## config.mk

```make
export PLATFORM = sky130hd
export DESIGN_NAME = imrh_front
export DESIGN_NICKNAME = d
export VERILOG_FILES = /design/src/hw/rtl/imrh_pkg.sv /design/src/hw/rtl/imrh_front.sv
export SDC_FILE = /design/constraint.sdc
export NUM_CORES = 1
export LEC_CHECK = 0
export BUFFER_PORTS_ARGS = -buffer_cell sky130_fd_sc_hd__buf_4
export CORE_AREA = 3 3 79 81
export DETAILED_ROUTE_END_ITERATION = 12
export DIE_AREA = 0 0 82 84
export PLACE_DENSITY = 0.91
export SLEW_MARGIN = 20
export SYNTH_ARGS = -nofsm -noshare
export SYNTH_HDL_FRONTEND = slang
export SYNTH_SLANG_ARGS = --single-unit
```

## constraint.sdc

```tcl
create_clock -name vclk -period 4.81
set_input_delay 0.481 -clock vclk [all_inputs]
set_output_delay 0.481 -clock vclk [all_outputs]
set_load 0.01 [all_outputs]
```

## src/hw/rtl/imrh_pkg.sv

```systemverilog
`timescale 1ns / 1ps
package imrh_pkg;

	localparam int CW = 17;
	localparam int GEOM_W = 4 * CW;
	localparam int QUEUE_DEPTH = 2;

	typedef logic signed [CW-1:0] coord_t;

	typedef enum logic [2:0] {
		MODE_CLEAR  = 3'd0,
		MODE_RECT   = 3'd1,
		MODE_CIRC   = 3'd2,
		MODE_POLY   = 3'd3,
		MODE_VERTEX = 3'd4,
		MODE_QUERY  = 3'd5
	} mode_t;

	typedef enum logic [1:0] {
		KIND_RECT = 2'd0,
		KIND_CIRC = 2'd1,
		KIND_POLY = 2'd2
	} kind_t;

	typedef enum logic [1:0] {
		STATUS_HIT     = 2'd0,
		STATUS_DEFAULT = 2'd1,
		STATUS_NONE    = 2'd2
	} status_t;

	localparam logic REG_DEFAULT_TARGET  = 1'b0;
	localparam logic REG_DEFAULT_ENABLED = 1'b1;

	typedef enum logic [3:0] {
		ST_IDLE, ST_REVAL, ST_C1, ST_C2, ST_C3, ST_PV0, ST_VTX,
		ST_EDGE, ST_EMUL, ST_ESUM, ST_EADV, ST_PFIN, ST_RES
	} state_t;

	// Rectangles arrive already normalized: x/y hold the low corner.
	typedef struct packed {
		mode_t       mode;
		coord_t      x;
		coord_t      y;
		coord_t      x2;
		coord_t      y2;
		coord_t      r;
		logic [15:0] target;
	} cmd_t;

	typedef struct packed {
		kind_t              kind;
		logic [15:0]        target;
		logic [GEOM_W-1:0]  geom;
	} region_t;

	typedef struct packed {
		coord_t y;
		coord_t x;
	} vtx_t;

	typedef struct packed {
		logic [15:0] target;
		logic        enabled;
	} cfg_t;

endpackage

```

## src/hw/rtl/imrh_front.sv

```systemverilog
`timescale 1ns / 1ps
module imrh_front
	import imrh_pkg::*;
#(
	parameter int COORD_BITS = 16
) (
	input  logic        push,
	output logic        full,
	input  logic [2:0]  mode,
	input  logic [15:0] x,
	input  logic [15:0] y,
	input  logic [15:0] x_second,
	input  logic [15:0] y_second,
	input  logic [15:0] radius,
	input  logic [15:0] target_id,
	input  logic        q_full,
	output logic        q_push,
	output cmd_t        q_cmd
);
	localparam int SB = (COORD_BITS <= 16) ? COORD_BITS - 1 : 15;
	localparam bit SEXT = (COORD_BITS <= 16);

	// Keeps the low COORD_BITS bits and sign-extends from the top one; above 16 bits it zero-extends.
	function automatic coord_t to_coord(input logic [15:0] raw);
		logic [16:0] rx;
		coord_t      c;
		rx = {1'b0, raw};
		for (int i = 0; i < CW; i++) begin
			if (i < 16 && (i <= SB || !SEXT)) begin
				c[i] = rx[i];
			end else begin
				c[i] = SEXT ? rx[SB] : 1'b0;
			end
		end
		return c;
	endfunction

	coord_t cx, cy, cx2, cy2;
	logic   known;

	assign cx  = to_coord(x);
	assign cy  = to_coord(y);
	assign cx2 = to_coord(x_second);
	assign cy2 = to_coord(y_second);

	always_comb begin
		case (mode_t'(mode))
			MODE_CLEAR, MODE_RECT, MODE_CIRC, MODE_POLY, MODE_VERTEX, MODE_QUERY: begin
				known = 1'b1;
			end
			default: begin
				known = 1'b0;
			end
		endcase
	end

	always_comb begin
		q_cmd.mode   = mode_t'(mode);
		q_cmd.r      = to_coord(radius);
		q_cmd.target = target_id;
		if (mode_t'(mode) == MODE_RECT) begin
			q_cmd.x  = ($signed(cx) < $signed(cx2)) ? cx : cx2;
			q_cmd.x2 = ($signed(cx) < $signed(cx2)) ? cx2 : cx;
			q_cmd.y  = ($signed(cy) < $signed(cy2)) ? cy : cy2;
			q_cmd.y2 = ($signed(cy) < $signed(cy2)) ? cy2 : cy;
		end else begin
			q_cmd.x  = cx;
			q_cmd.y  = cy;
			q_cmd.x2 = cx2;
			q_cmd.y2 = cy2;
		end
	end

	// Unused modes are taken and dropped here.
	assign full   = q_full;
	assign q_push = push && !q_full && known;

endmodule

```

======== Word level (Yosys, flattened, before mapping) ========
Cells that the tools add are included.
storage, ports and cells
  register bits ........................... 0
  output and inout port bits .............. 106
operators by class
  order comparisons ....................... 2
  eq/ne operators ......................... 5
  multiplexer cells ....................... 6
  reductions and logical operators ........ 5
operators by type and width
  cell                                            count
  2-to-1 mux 17 bit                               4
  2-to-1 mux 68 bit                               1
  less-than comparator 16 bit                     2
  == test 3 x 2 -> 1 bit (second input constant)  2
  == test 3 bit (second input constant)           2
  OR reduction 6 bit                              1
  == test 3 x 1 -> 1 bit (second input constant)  1
  logical NOT 3 bit                               1
  logical AND 1 bit                               2
  logical NOT 1 bit                               1
  2-to-1 mux 1 bit                                1

======== Longest topological paths before layout ========
  depth in word-level cells ............... 4
  mapped depth ............................ 9

======== Worst setup path before layout ========
Ideal clock, no wire load.
  path kind ............................... input to output
  from .................................... input y_second[15]
  to ...................................... output q_cmd[33] (netlist bit)
  data arrival time ....................... 2501 ps
  required time ........................... 4329 ps
  setup slack ............................. 1828 ps
  cell stages on the path ................. 9
  path buffers ............................ 1
  cells stage by stage .................... inv_1 -> ha_1 -> nand4_1 -> or3_1 -> nor4_1 -> or3b_4 -> mux2i_4 -> buf_12 -> mux2_4
RTL lines
  element             line              text
  start: declaration  imrh_front.sv:13  input logic [15:0] y_second,
  end: declaration    imrh_front.sv:18  output cmd_t q_cmd

==> reports/metrics.csv <==
metric,value,unit
multi_input_area,0.00171,mm2
worst_slew_pin_slew,624,ps
viasPerCell,4.87,
die_x,82,um
worstHoldStart,target_id[14],
endpoint_kind,primary output,
seq_cell_count,0,
drv_cap,0,
post_cts_buffers,0,
finalSetupViolCount,0,
cts.hold.buffers_added,0,
crit_type,input pin to primary output,
grt_use_total,0.140,
start_kind,input pin,
ys.warnings.count,0,
grt.met3_usage,0.0194,
routedWlPerCell,13.9,um
overflow,0,
p_per_area,101,mW/mm2
avgSynthCellArea,9.89,um2
syn_area,0.00226,mm2
total_power,0.303,mW
crit_required,4330,ps
antenna_found_initial,0,
synth_cell_type_count,33,
synth_area_leaders,"mux2_4 40%, ha_1 17%, buf_4 14%, inv_1 5.5%, buf_12 5.3%",
grtUsageMet1,0.142,
slowest_stage,mux2i_4,
clkbuf_count,0,
hold_path_class,input pin to primary output,
drc,0,
synth_top_area_frac,0.398,
drtIter0Drc,15,
crit_path_max_incr_delay,460,ps
cpMostUsedCell,buf_4,
io_pins,207,
routabilityCongestion,0.753,
worstPathCellList,buf_4 -> inv_1 -> ha_1 -> nand4_1 -> or3_1 -> nor4_1 -> or3b_4 -> mux2i_4 -> buf_4 -> mux2_4 -> buf_4,
dp_hpwl,5.07,mm
port_buffers,142,
grt.met2_usage,0.287,
synth_xor_area_frac,0,
synthTopCellsByCount,"60 x mux2_4, 41 x buf_4, 33 x inv_1",
max_freq,0.258,GHz
dieArea,0.00689,mm2
grt_pass1_wl,8.16,mm
ir_worst_vdd,0.0444,mV
sequential_cell_area,0,um2
drtPass1Iterations,4,
final_core_util,0.542,
initial_utilization,0.409,
hold_depth,0,
synthSimpleGateAreaFrac,0.0840,
cts_resized,0,
syn_inst,229,
finalCritPeriodShare,0.807,
grt_max_degree,31,
ant_nets,0,
grt.busiest_layer,met2,
yosys.area_share.adder,0.166,
holdPathEnd,q_cmd[14],
fin_cells,397,
worstPathArrival,3400,ps
leakage,1.72,nW
period_needed,3880,ps
finalInstanceArea,0.00300,mm2
worstPathMaxFanout,22,
timing.final.ws_setup,930,ps
fp.dieH,84,um
place_ws,898,ps
synth_most_common_cell,mux2_4,
drive_gt1_frac,0.662,
outcome,"complete, no violations",
grt_pass1_vias,1862,
synth_top_family_by_area,multiplexers,
fillers,496,
areaGrowthSynthToFinish,32.5,%
wirelength,5.54,mm
finalSetupTns,0,ps
rows,27,
dpl.cell_count,397,
synth_seq_area_share,0,
placed_area,0.00300,mm2
synth_compound_area_frac,0.0790,
hold_viol_final,0,
postSynthNetCount,360,
maxSlewHeadroom,0.584,
yosysTopAreaCell,mux2_4,
final_net_count,458,
rsz0062_at_grt,false,
synth.area.mux_share,0.428,
vias,1935,
antenna_cells,0,
slew_viol_final,0,
fin_hold_ws,962,ps
core_area,0.00554,mm2
[cells in the final DEF, fill, tap and decap left out, types with 2 or more instances in the layout]
cell type  Yosys  routed
nand4_1        5       5
nand2b_1       2       2
or3_1          2       2
nor3_1         3       3
buf_4         41     143
nand2_1        7       7
nor4_1         3       3
nor2_1         4       4
mux2_1         2       2
a21oi_1        8       8
ha_1          30      30
inv_1         33      33
mux2_2         2       2
a2111oi_2      2       2
a21o_1         3       3
mux2_4        60      60
[critical path, delay by kind of cell]
kind | cells | cell delay (ps)
buffers and inverters | 4 | 730
adders and majority gates | 1 | 280
and+or+nand+nor | 4 | 1090
muxes | 2 | 800
[logic make-up after synthesis]
kind of cell               Yosys count
buffers and inverters               80
muxes                               65
and+or+nand+nor                     33
AOI/OAI and AO/OA                   21
adders and majority gates           30
[layer usage]
metal	routed length, um	share of wire
met2	2980	0.54
met1	1880	0.34
met5	0	0
met3	585	0.11
met4	88	0.016
[worst max-delay path by stage]
stage	slack, ps	from	depth (start not counted)	endpoint
6_report	930	y_second[14]	11	q_cmd[67]
3_5_place_dp	900	y_second[15]	11	q_cmd[41]
4_1_cts	880	y_second[14]	11	q_cmd[67]
2_1_floorplan	1830	y_second[15]	9	q_cmd[33]
5_1_grt	750	y_second[15]	11	q_cmd[67]
3_3_place_gp	930	y[15]	10	q_cmd[42]
[cell type report]
class	instances	area share
multi-input cells	149	0.571
repair buffers	143	0.358
inverters	33	0.0413
well taps	72	0.0300
[where the power goes]
part | leakage [nW] | switching (mW) | internal, mW | total, mW
clock network | 0 | 0 | 0 | 0
logic | 1.72 | 0.123 | 0.180 | 0.303
registers | 0 | 0 | 0 | 0
Power figures use the tool's default switching activity.
