## src/hw/rtl/imrh_queue.sv

```systemverilog
`timescale 1ns / 1ps
module imrh_queue #(
	parameter int DEPTH = 2,
	parameter int W = 8
) (
	input  logic         clk,
	input  logic         arst_n,
	input  logic         wr,
	input  logic [W-1:0] wdata,
	output logic         full,
	input  logic         rd,
	output logic [W-1:0] rdata,
	output logic         empty
);
	localparam int AW = (DEPTH > 1) ? $clog2(DEPTH) : 1;
	localparam int CNTW = $clog2(DEPTH + 1);

	logic [W-1:0]    mem_q [DEPTH];
	logic [AW-1:0]   wptr_q, rptr_q;
	logic [CNTW-1:0] cnt_q;
	logic            do_wr, do_rd;

	assign full  = (cnt_q == CNTW'(DEPTH));
	assign empty = (cnt_q == '0);
	assign do_wr = wr && !full;
	assign do_rd = rd && !empty;
	assign rdata = mem_q[rptr_q];

	always_ff @(posedge clk or negedge arst_n) begin
		if (!arst_n) begin
			wptr_q <= '0;
			rptr_q <= '0;
			cnt_q  <= '0;
		end else begin
			if (do_wr) begin
				wptr_q <= (wptr_q == AW'(DEPTH - 1)) ? '0 : wptr_q + 1'b1;
			end
			if (do_rd) begin
				rptr_q <= (rptr_q == AW'(DEPTH - 1)) ? '0 : rptr_q + 1'b1;
			end
			if (do_wr && !do_rd) begin
				cnt_q <= cnt_q + 1'b1;
			end else if (do_rd && !do_wr) begin
				cnt_q <= cnt_q - 1'b1;
			end
		end
	end

	always_ff @(posedge clk) begin
		if (do_wr) begin
			mem_q[wptr_q] <= wdata;
		end
	end

endmodule

```

## config.mk

```make
export PLATFORM = sky130hd
export DESIGN_NAME = imrh_queue
export DESIGN_NICKNAME = d
export VERILOG_FILES = /design/src/hw/rtl/imrh_queue.sv
export SDC_FILE = /design/constraint.sdc
export NUM_CORES = 1
export LEC_CHECK = 0
export BUFFER_PORTS_ARGS = -buffer_cell sky130_fd_sc_hd__buf_2
export CAP_MARGIN = 0
export CORE_MARGIN = 10
export CORE_UTILIZATION = 40
export CTS_CLUSTER_DIAMETER = 80
export CTS_CLUSTER_SIZE = 10
export DETAILED_ROUTE_END_ITERATION = 7
export PLACE_DENSITY_LB_ADDON = 0.05
export SLEW_MARGIN = 30
export SYNTH_ARGS = -nofsm -noshare
export SYNTH_HDL_FRONTEND = slang
export SYNTH_SLANG_ARGS = --single-unit
```

## constraint.sdc

```tcl
create_clock -name clk -period 1.85 [get_ports clk]
set_clock_uncertainty 0.05 [all_clocks]
set_input_delay 0.0925 -clock clk [delete_from_list [all_inputs] [get_ports clk]]
set_output_delay 0.0925 -clock clk [all_outputs]
set_load 0.005 [all_outputs]
```

== After elaboration in Yosys (flattened, before gate mapping) ==
Memory sizes are Yosys's and may differ from the RTL's.
Cells that the tools add are included.
Word-level totals
  memory bits (writable): 16
  register bits after elaboration: 4
  memories: 1
  output and inout bits: 10
Memories
  mem_q: depth 2, width 8, rd ports 1, clocked after Yosys merged registers in 0, write ports 1, line 18  | logic [W-1:0] mem_q [DEPTH];
Cells by class
  add/subtract/negate cells: 4
  reduce and logical (&&, ||, !) cells: 10
  multiplexer cells: 6
  equal/unequal tests: 1
Operators with widths (count)
  logical AND 1 bit: 4
  zero test 1 bit: 4
  2-to-1 mux 1 bit: 4
  2-to-1 mux 2 bit: 2
  adder 1 bit (second input constant): 2
  adder 2 x 1 -> 2 bit (second input constant): 1
  == test 2 bit (second input constant): 1
  zero test 2 bit: 1
  nonzero test 2 bit: 1
  subtractor 2 x 1 -> 2 bit (second input constant): 1

== Depth between registers and ports, before layout ==
Gate-level depths: netlist of run 1.
  word-level depth: 7
  mapped depth: 7
  depth with buffers taken out: 7

== Worst setup path before layout of run 1 ==
Ideal clock, no wire load.
  path kind: reg-to-reg
  start point: register cnt_q[0]
  end point: memory mem_q[0][0], enable pin
  slack: 408 ps
  arrival time: 1022 ps
  stages on the path, launching flop included: 4
  data required time: 1430 ps
  library setup time: 370 ps
  buffers on the path: 0
  cell sequence: dfrtp_1 nand2b_1 nand2_2 nor2_1
On the way
  word-level cells in the longest chain between the ends: 5
RTL lines
  from (decl): line 20  | logic [CNTW-1:0] cnt_q;
  from (signal assigned): line 42  | cnt_q <= cnt_q + 1'b1;
  from (signal assigned): line 44  | cnt_q <= cnt_q - 1'b1;
  == test 2 bit: line 23  | assign full = (cnt_q == CNTW'(DEPTH));
  zero test 1 bit: line 25  | assign do_wr = wr && !full;
  logical AND 1 bit: line 25
  2-to-1 mux 1 bit: line 50  | if (do_wr) begin
  2-to-1 mux 1 bit (implied by the code): line 51  | mem_q[wptr_q] <= wdata;
  to (decl): line 18
No other way between the ends.

== Final worst setup path of run 1 ==
  start point: register rptr_q
  end point: output rdata[2]
On the way
  word-level cells in the longest chain between the ends: 1
RTL lines
  from (decl): line 19  | logic [AW-1:0] wptr_q, rptr_q;
  from (signal assigned): line 39  | rptr_q <= (rptr_q == AW'(DEPTH - 1)) ? '0 : rptr_q + 1'b1;
  memory read (2 x 8 bit)
  to (decl): line 12  | output logic [W-1:0] rdata,
No other way between the ends.

==> run metrics, run 1 <==
Worst R2R End=cnt_q[1]; worst setup path startpoint=rptr_q; Reg2Reg Depth=6; CP Class=reg -> out; vias per cell=4.11; vias in the first global route=489; final core occ=58.6%; Hold EP=wptr_q; synthesis-to-layout area growth=33.6%; TritonCTS Buffers=3; die area=4120 sq um; Hold Path Stages=3; # diodes=0; Design Area, Final=1040 sq um; Data arrival, critical path=1.40 ns; Seq cells post-synth=20; Cell Pwr Density=1310 nW/um^2; Data required, critical path=1.71 ns; commonest non-fill, non-tap cell in the layout=buf_2; initial antenna violation count=0; share of layout cells above drive strength 1=38.0%; type of the worst min-delay path=in -> reg; reg2reg start=cnt_q[0]; largest net degree at the start of global routing=12; DIE HEIGHT=64.2 um; Placed Area=928 sq um; standard-cell row count=15; VDD IR-drop max=0.000630 V; Initial Utilization=43.9%; final hold violation count=0; Post-DP HPWL=932 um; CTS resizes=0; YS warnings=0; Setup TNS=0 ns; Final ANT Viol Nets=0; Synth area leader=edfxtp_1; placed insts=91; status=finished clean; H-tree depth=1; die width=64.2 um; sequential share of the synthesized area=74.2%; Worst Path Max Fanout=9; global-route wire length before repair=2.08 mm; total congestion overflow=0; Peak Freq=650 MHz; I/O Buffers=21; internal reg-to-reg setup slack=0.35 ns; TritonRoute pass-1 iters=2; Final Slew Violations=0; commonest non-fill, non-tap cells in the layout=buf_2 (21), edfxtp_1 (16), dlygate4sd3_1 (9), mux2_1 (6), dfrtp_1 (4); core area=1780 sq um; Worst Setup End Kind=primary output; Clock Path Buffers=2; Netlist cell types=15; period utilization=83.1%; DRC=0; Tmin final=1.54 ns; Area contributors post-synth=edfxtp_1 (61%), dfrtp_1 (13%), mux2_1 (8.6%), mux2_2 (2.9%), xnor2_1 (2.2%); nets=93; Iter 0 DRT Violations=3; Post-Syn Instances=44; Tightest Pin Transition=0.407 ns; # Post-CTS Setup Buffers=0; IO Count=22; final WL=1.30 mm; Final Setup Violations=0; GRT Resource Usage Total=6.49%; wire length per cell=12.5 um; mapped cell area=782 sq um; RSZ-0062 raised after global routing=false; maxcap violations=0; Leak=0.438 nW; Worst Setup Start Kind=flip-flop; Finished Layout Cells=104; Slew HR=72.9%; Final Total Pwr=0.00137 W; CTS Sinks=20; Syn Nets=57; root buffer cell=clkbuf_4; routability cong.=0.671; Fillers=139; Clock transition at path regs=0.10 ns; TritonCTS clock tree=done; post-synth top area share=61.4%; min-delay src=wr; syn_area_per_cell=17.8 sq um; insertion delay to the later sink of the worst-skew pair=0.29 ns; Vias=427
## metrics by stage
| step | hold slack (ns) | worst slack (ns) |
|---|---|---|
| finish | 0.0298 | 0.312 |
| global route | 0.0396 | 0.225 |
| CTS | 0.0201 | 0.275 |
| detailed placement | -0.148 | 0.346 |
| global placement | -0.148 | 0.379 |
| floorplan | -0.253 | 0.408 |
## state kept, by name (all words and copies together), names as in the netlist
name / cells
wptr_q: 1
cnt_q: 2
rptr_q: 1
mem_q: 16
## worst max path at each step
stage / endpoint / slack [ns] / depth (start not counted)
3_5_place_dp: cnt_q[1] / 0.35 / 6
6_report: rdata[2] / 0.31 / 2
2_1_floorplan: mem_q[0][0] / 0.41 / 3
5_1_grt: cnt_q[1] / 0.22 / 7
4_1_cts: rdata[2] / 0.27 / 2
3_3_place_gp: cnt_q[1] / 0.38 / 6
## worst max-delay path, cell delays in order, from the launching register on
cell and delay, ns:
dfrtp_1 0.60, mux2_2 0.38, buf_2 0.13
## synth_stat cells
master and instances:
buf_2 1, and3_1 1, xor2_1 2, mux2_2 2, dfrtp_1 4, inv_1 2, nand2_2 1, mux2_1 6
edfxtp_1 16, nor2_1 3, xnor2_2 1, xnor2_1 2, o21ai_1 1, nand2b_1 1, ha_1 1
## report_power, final
| group | switching (W) | internal, W | total [W] | leakage [nW] |
|---|---|---|---|---|
| Sequential | 0.0000985 | 0.000629 | 0.000727 | 0.195 |
| Clock | 0.000116 | 0.0000783 | 0.000194 | 0.0154 |
| Combinational | 0.000191 | 0.000259 | 0.000450 | 0.227 |
| Total | 0.000405 | 0.000966 | 0.00137 | 0.438 |
## layout make-up
type | instances | area [sq um] | area share (%)
clock buffer | 3 | 22.5 | 2.16
clock inverter | 1 | 3.75 | 0.359
inverter | 2 | 7.51 | 0.719
multi-input combinational | 21 | 189 | 18.1
sequential | 20 | 581 | 55.6
tap | 25 | 31.3 | 2.99
timing repair buffer | 32 | 210 | 20.1
## routing by layer
layer,vias up,GRT usage [%],share of wire [%]
met5,-,0,0
met4,0,3.21,0
met3,0,3.14,6.4
met2,13,11.4,49
met1,188,6.18,44
li1,226,-,-
## cell families after synthesis
group	Yosys count	share of synthesized area [%]
buf+inv	3	1.60
flops	20	74.2
xor+xnor	5	6.56
simple gates	6	3.84
compound gates	1	0.639
mux	8	11.5
fa+ha+maj	1	1.60
## what timing repair did
| item | CTS | global route |
|---|---|---|
| hold endpoints to repair | 20 | 0 |
| hold buffers | 9 | 0 |
| setup endpoints to repair | 0 | 0 |
No activity file was read; power rests on OpenSTA's default activity.
==> run 2, diff against run 1 <==
==> constraint.sdc (replaced) <==
create_clock -name clk -period 1.3 [get_ports clk]
set_clock_uncertainty 0.05 [all_clocks]
set_input_delay 0.065 -clock clk [delete_from_list [all_inputs] [get_ports clk]]
set_output_delay 0.065 -clock clk [all_outputs]
set_load 0.005 [all_outputs]
==> run 2 against run 1 <==
  * Critical endpoint is now rdata[5]
  * Sequential share of layout area decreased by 9.8 points
  * Critical path type unchanged
  * Via count increased by 18%
  * Die area unchanged
  * Critical path depth increased by 1
  * Design area increased by 22%
  * Routed wire length increased by 21%
  * Power increased by 95%
  * Non-clock buffer count increased by 10
  * Largest power group is now combinational logic
  * Clock power increased by 76%
  * The run now ends with setup timing left
  * Combinational power increased to 3.0 times the previous value
  * Register-to-register slack got worse by 0.40 ns
  * Flip-flop and latch count unchanged
==> run metrics, run 2 (synthesis results as in run 1) <==
Slew HR=86.2% (was 72.9%); Vias=502 (was 427); final WL=1.57 mm (was 1.30 mm); commonest non-fill, non-tap cell in the layout=edfxtp_1 (was buf_2); Reg power frac=37.5% (was 53.0%); Data arrival, critical path=1.28 ns (was 1.40 ns); RSZ-0062 raised after global routing=true (was false); max reg flops=16 (unchanged); Design Area, Final=1270 sq um (was 1040 sq um); DRC=0 (unchanged); Initial Utilization=43.9% (unchanged); Top Registers=mem_q x16, cnt_q x2 (unchanged); wire length per cell=13.8 um (was 12.5 um); Worst Setup Start Kind=flip-flop (unchanged); routability cong.=0.640 (was 0.671); final core occ=71.4% (was 58.6%); largest net degree at the start of global routing=12 (unchanged); placed insts=97 (was 91); Final Setup Violations=9 (was 0); vias per cell=4.40 (was 4.11); # diodes=0 (unchanged); die width=64.2 um (unchanged); CP Class=reg -> out (unchanged); synthesis-to-layout area growth=62.7% (was 33.6%); DIE HEIGHT=64.2 um (unchanged); period utilization=107%; TritonRoute pass-1 iters=4 (was 2); total congestion overflow=0 (unchanged); H-tree depth=1 (unchanged); Logic pwr share=49.8% (was 32.8%); Data required, critical path=1.19 ns (was 1.71 ns); Biggest register=mem_q (unchanged); failing checks=setup timing; maxcap violations=0 (unchanged); TritonCTS clock tree=done (unchanged); vias in the first global route=586 (was 489); Clock transition at path regs=0.11 ns (was 0.10 ns); Placed Area=991 sq um (was 928 sq um); share of layout cells above drive strength 1=60.7% (was 38.0%); setup ws final=-0.0903 ns (was 0.312 ns); CTS Sinks=20 (unchanged); Tmin final=1.39 ns; pre-CTS WS=-0.0420 ns (was 0.346 ns); core area=1780 sq um (unchanged); Clock Path Buffers=2 (unchanged); Tightest Pin Transition=0.206 ns (was 0.407 ns); standard-cell row count=15 (unchanged); Clk network pwr share=12.8% (was 14.1%); global-route wire length before repair=2.68 mm (was 2.08 mm); Final Total Pwr=0.00267 W (was 0.00137 W); internal reg-to-reg setup slack=-0.05 ns (was 0.35 ns); initial antenna violation count=0 (unchanged); Finished Layout Cells=114 (was 104); die area=4120 sq um (unchanged); commonest non-fill, non-tap cells in the layout=edfxtp_1 (16), buf_6 (15), buf_2 (12), dlygate4sd3_1 (9), mux2_4 (7) (was buf_2 (21), edfxtp_1 (16), dlygate4sd3_1 (9), mux2_1 (6), dfrtp_1 (4)); Cell Pwr Density=2100 nW/um^2 (was 1310 nW/um^2); type of the worst min-delay path=in -> async (was in -> reg); Iter 0 DRT Violations=8 (was 3); final hold violation count=0 (unchanged); Switch Pwr=0.000753 W (was 0.000405 W); status=complete, but fails checks (was finished clean); nets=103 (was 93); Worst Path Max Fanout=5 (was 9); Pint=0.00192 W (was 0.000966 W); root buffer cell=clkbuf_4 (unchanged); Peak Freq=719 MHz; TritonCTS Buffers=3 (unchanged); GRT Resource Usage Total=8.03% (was 6.49%); VDD IR-drop max=0.00121 V (was 0.000630 V); Final Slew Violations=0 (unchanged); insertion delay to the later sink of the worst-skew pair=0.29 ns (about the same); Final ANT Viol Nets=0 (unchanged); Leak=0.553 nW (was 0.438 nW); Sw Share=28.2% (was 29.5%); Worst Setup End Kind=primary output (unchanged); IO Count=22 (unchanged); I/O Buffers=21 (unchanged)
==> run 2: changes by cell type in the layout (fill, tap and decap cells not counted), moves of 2 or more <==
cell	change
buf_2	-9
buf_6	+15
mux2_1	-6
mux2_4	+7
inv_1	-2
buf_4	+4
inv_2	+2
==> run 2: final cells by class <==
| class | instances | area [sq um] |
|---|---|---|
| Inverter | 2 | 7.51 |
| Timing Repair Buffer | 42 | 364 |
| Fill cell | 131 | 510 |
| Sequential cell | 20 | 582 |
| Tap cell | 25 | 31.3 |
| Clock buffer | 4 | 36.3 |
| Multi-Input combinational cell | 21 | 251 |
==> run 2: worst paths after layout <==
| path | start | to | cells past startpoint |
|---|---|---|---|
| hold / removal | arst_n | cnt_q[1] | 2 |
| setup / recovery | rptr_q | rdata[5] | 3 |
| hold reg to reg | wptr_q | wptr_q | 1 |
| setup reg to reg | cnt_q[0] | cnt_q[1] | 7 |
| max in group asynchronous | arst_n | rptr_q | 2 |
| min in group clk | wr | wptr_q | 4 |
==> run 2: power by group through the flow <==
stage                     sequential (W)  clock [W]  combinational [W]
after floorplan                 0.000988          0           0.000483
after global placement           0.00104          0           0.000798
after detailed placement         0.00104          0           0.000803
after CTS                        0.00100   0.000355            0.00125
after global routing             0.00102   0.000390            0.00143
final                            0.00100   0.000342            0.00133
==> run 2: metrics by stage <==
step	setup TNS, ns	hold slack (ns)
finish	-0.727	0.0441
global route	-1.52	0.0348
CTS	-0.786	0.0389
detailed placement	-0.0420	-0.174
global placement	-0.0150	-0.172
floorplan	-0.0508	-0.281
==> run 2: timing repair <==
item | in CTS | in global routing
endpoints found under the setup margin | 14 | 18
pin swaps | 4 | 1
setup buffers | 4 | 0
hold buffers | 9 | 0
hold endpoints to repair | 20 | 0
gates resized for setup | 21 | 7
==> run 2: metal layers <==
layer | GRT usage (%) | vias up | wire (um)
met2 | 14.9 | 11 | 870
met5 | 0 | - | 0
li1 | - | 249 | -
met4 | 2.41 | 0 | 0
met1 | 8.35 | 242 | 647
met3 | 2.61 | 0 | 52
==> run 2: critical path, stage by stage, from the launching register on <==
cell and delay, ns:
dfrtp_2 0.43, buf_6 0.14, mux2_4 0.30, buf_6 0.12
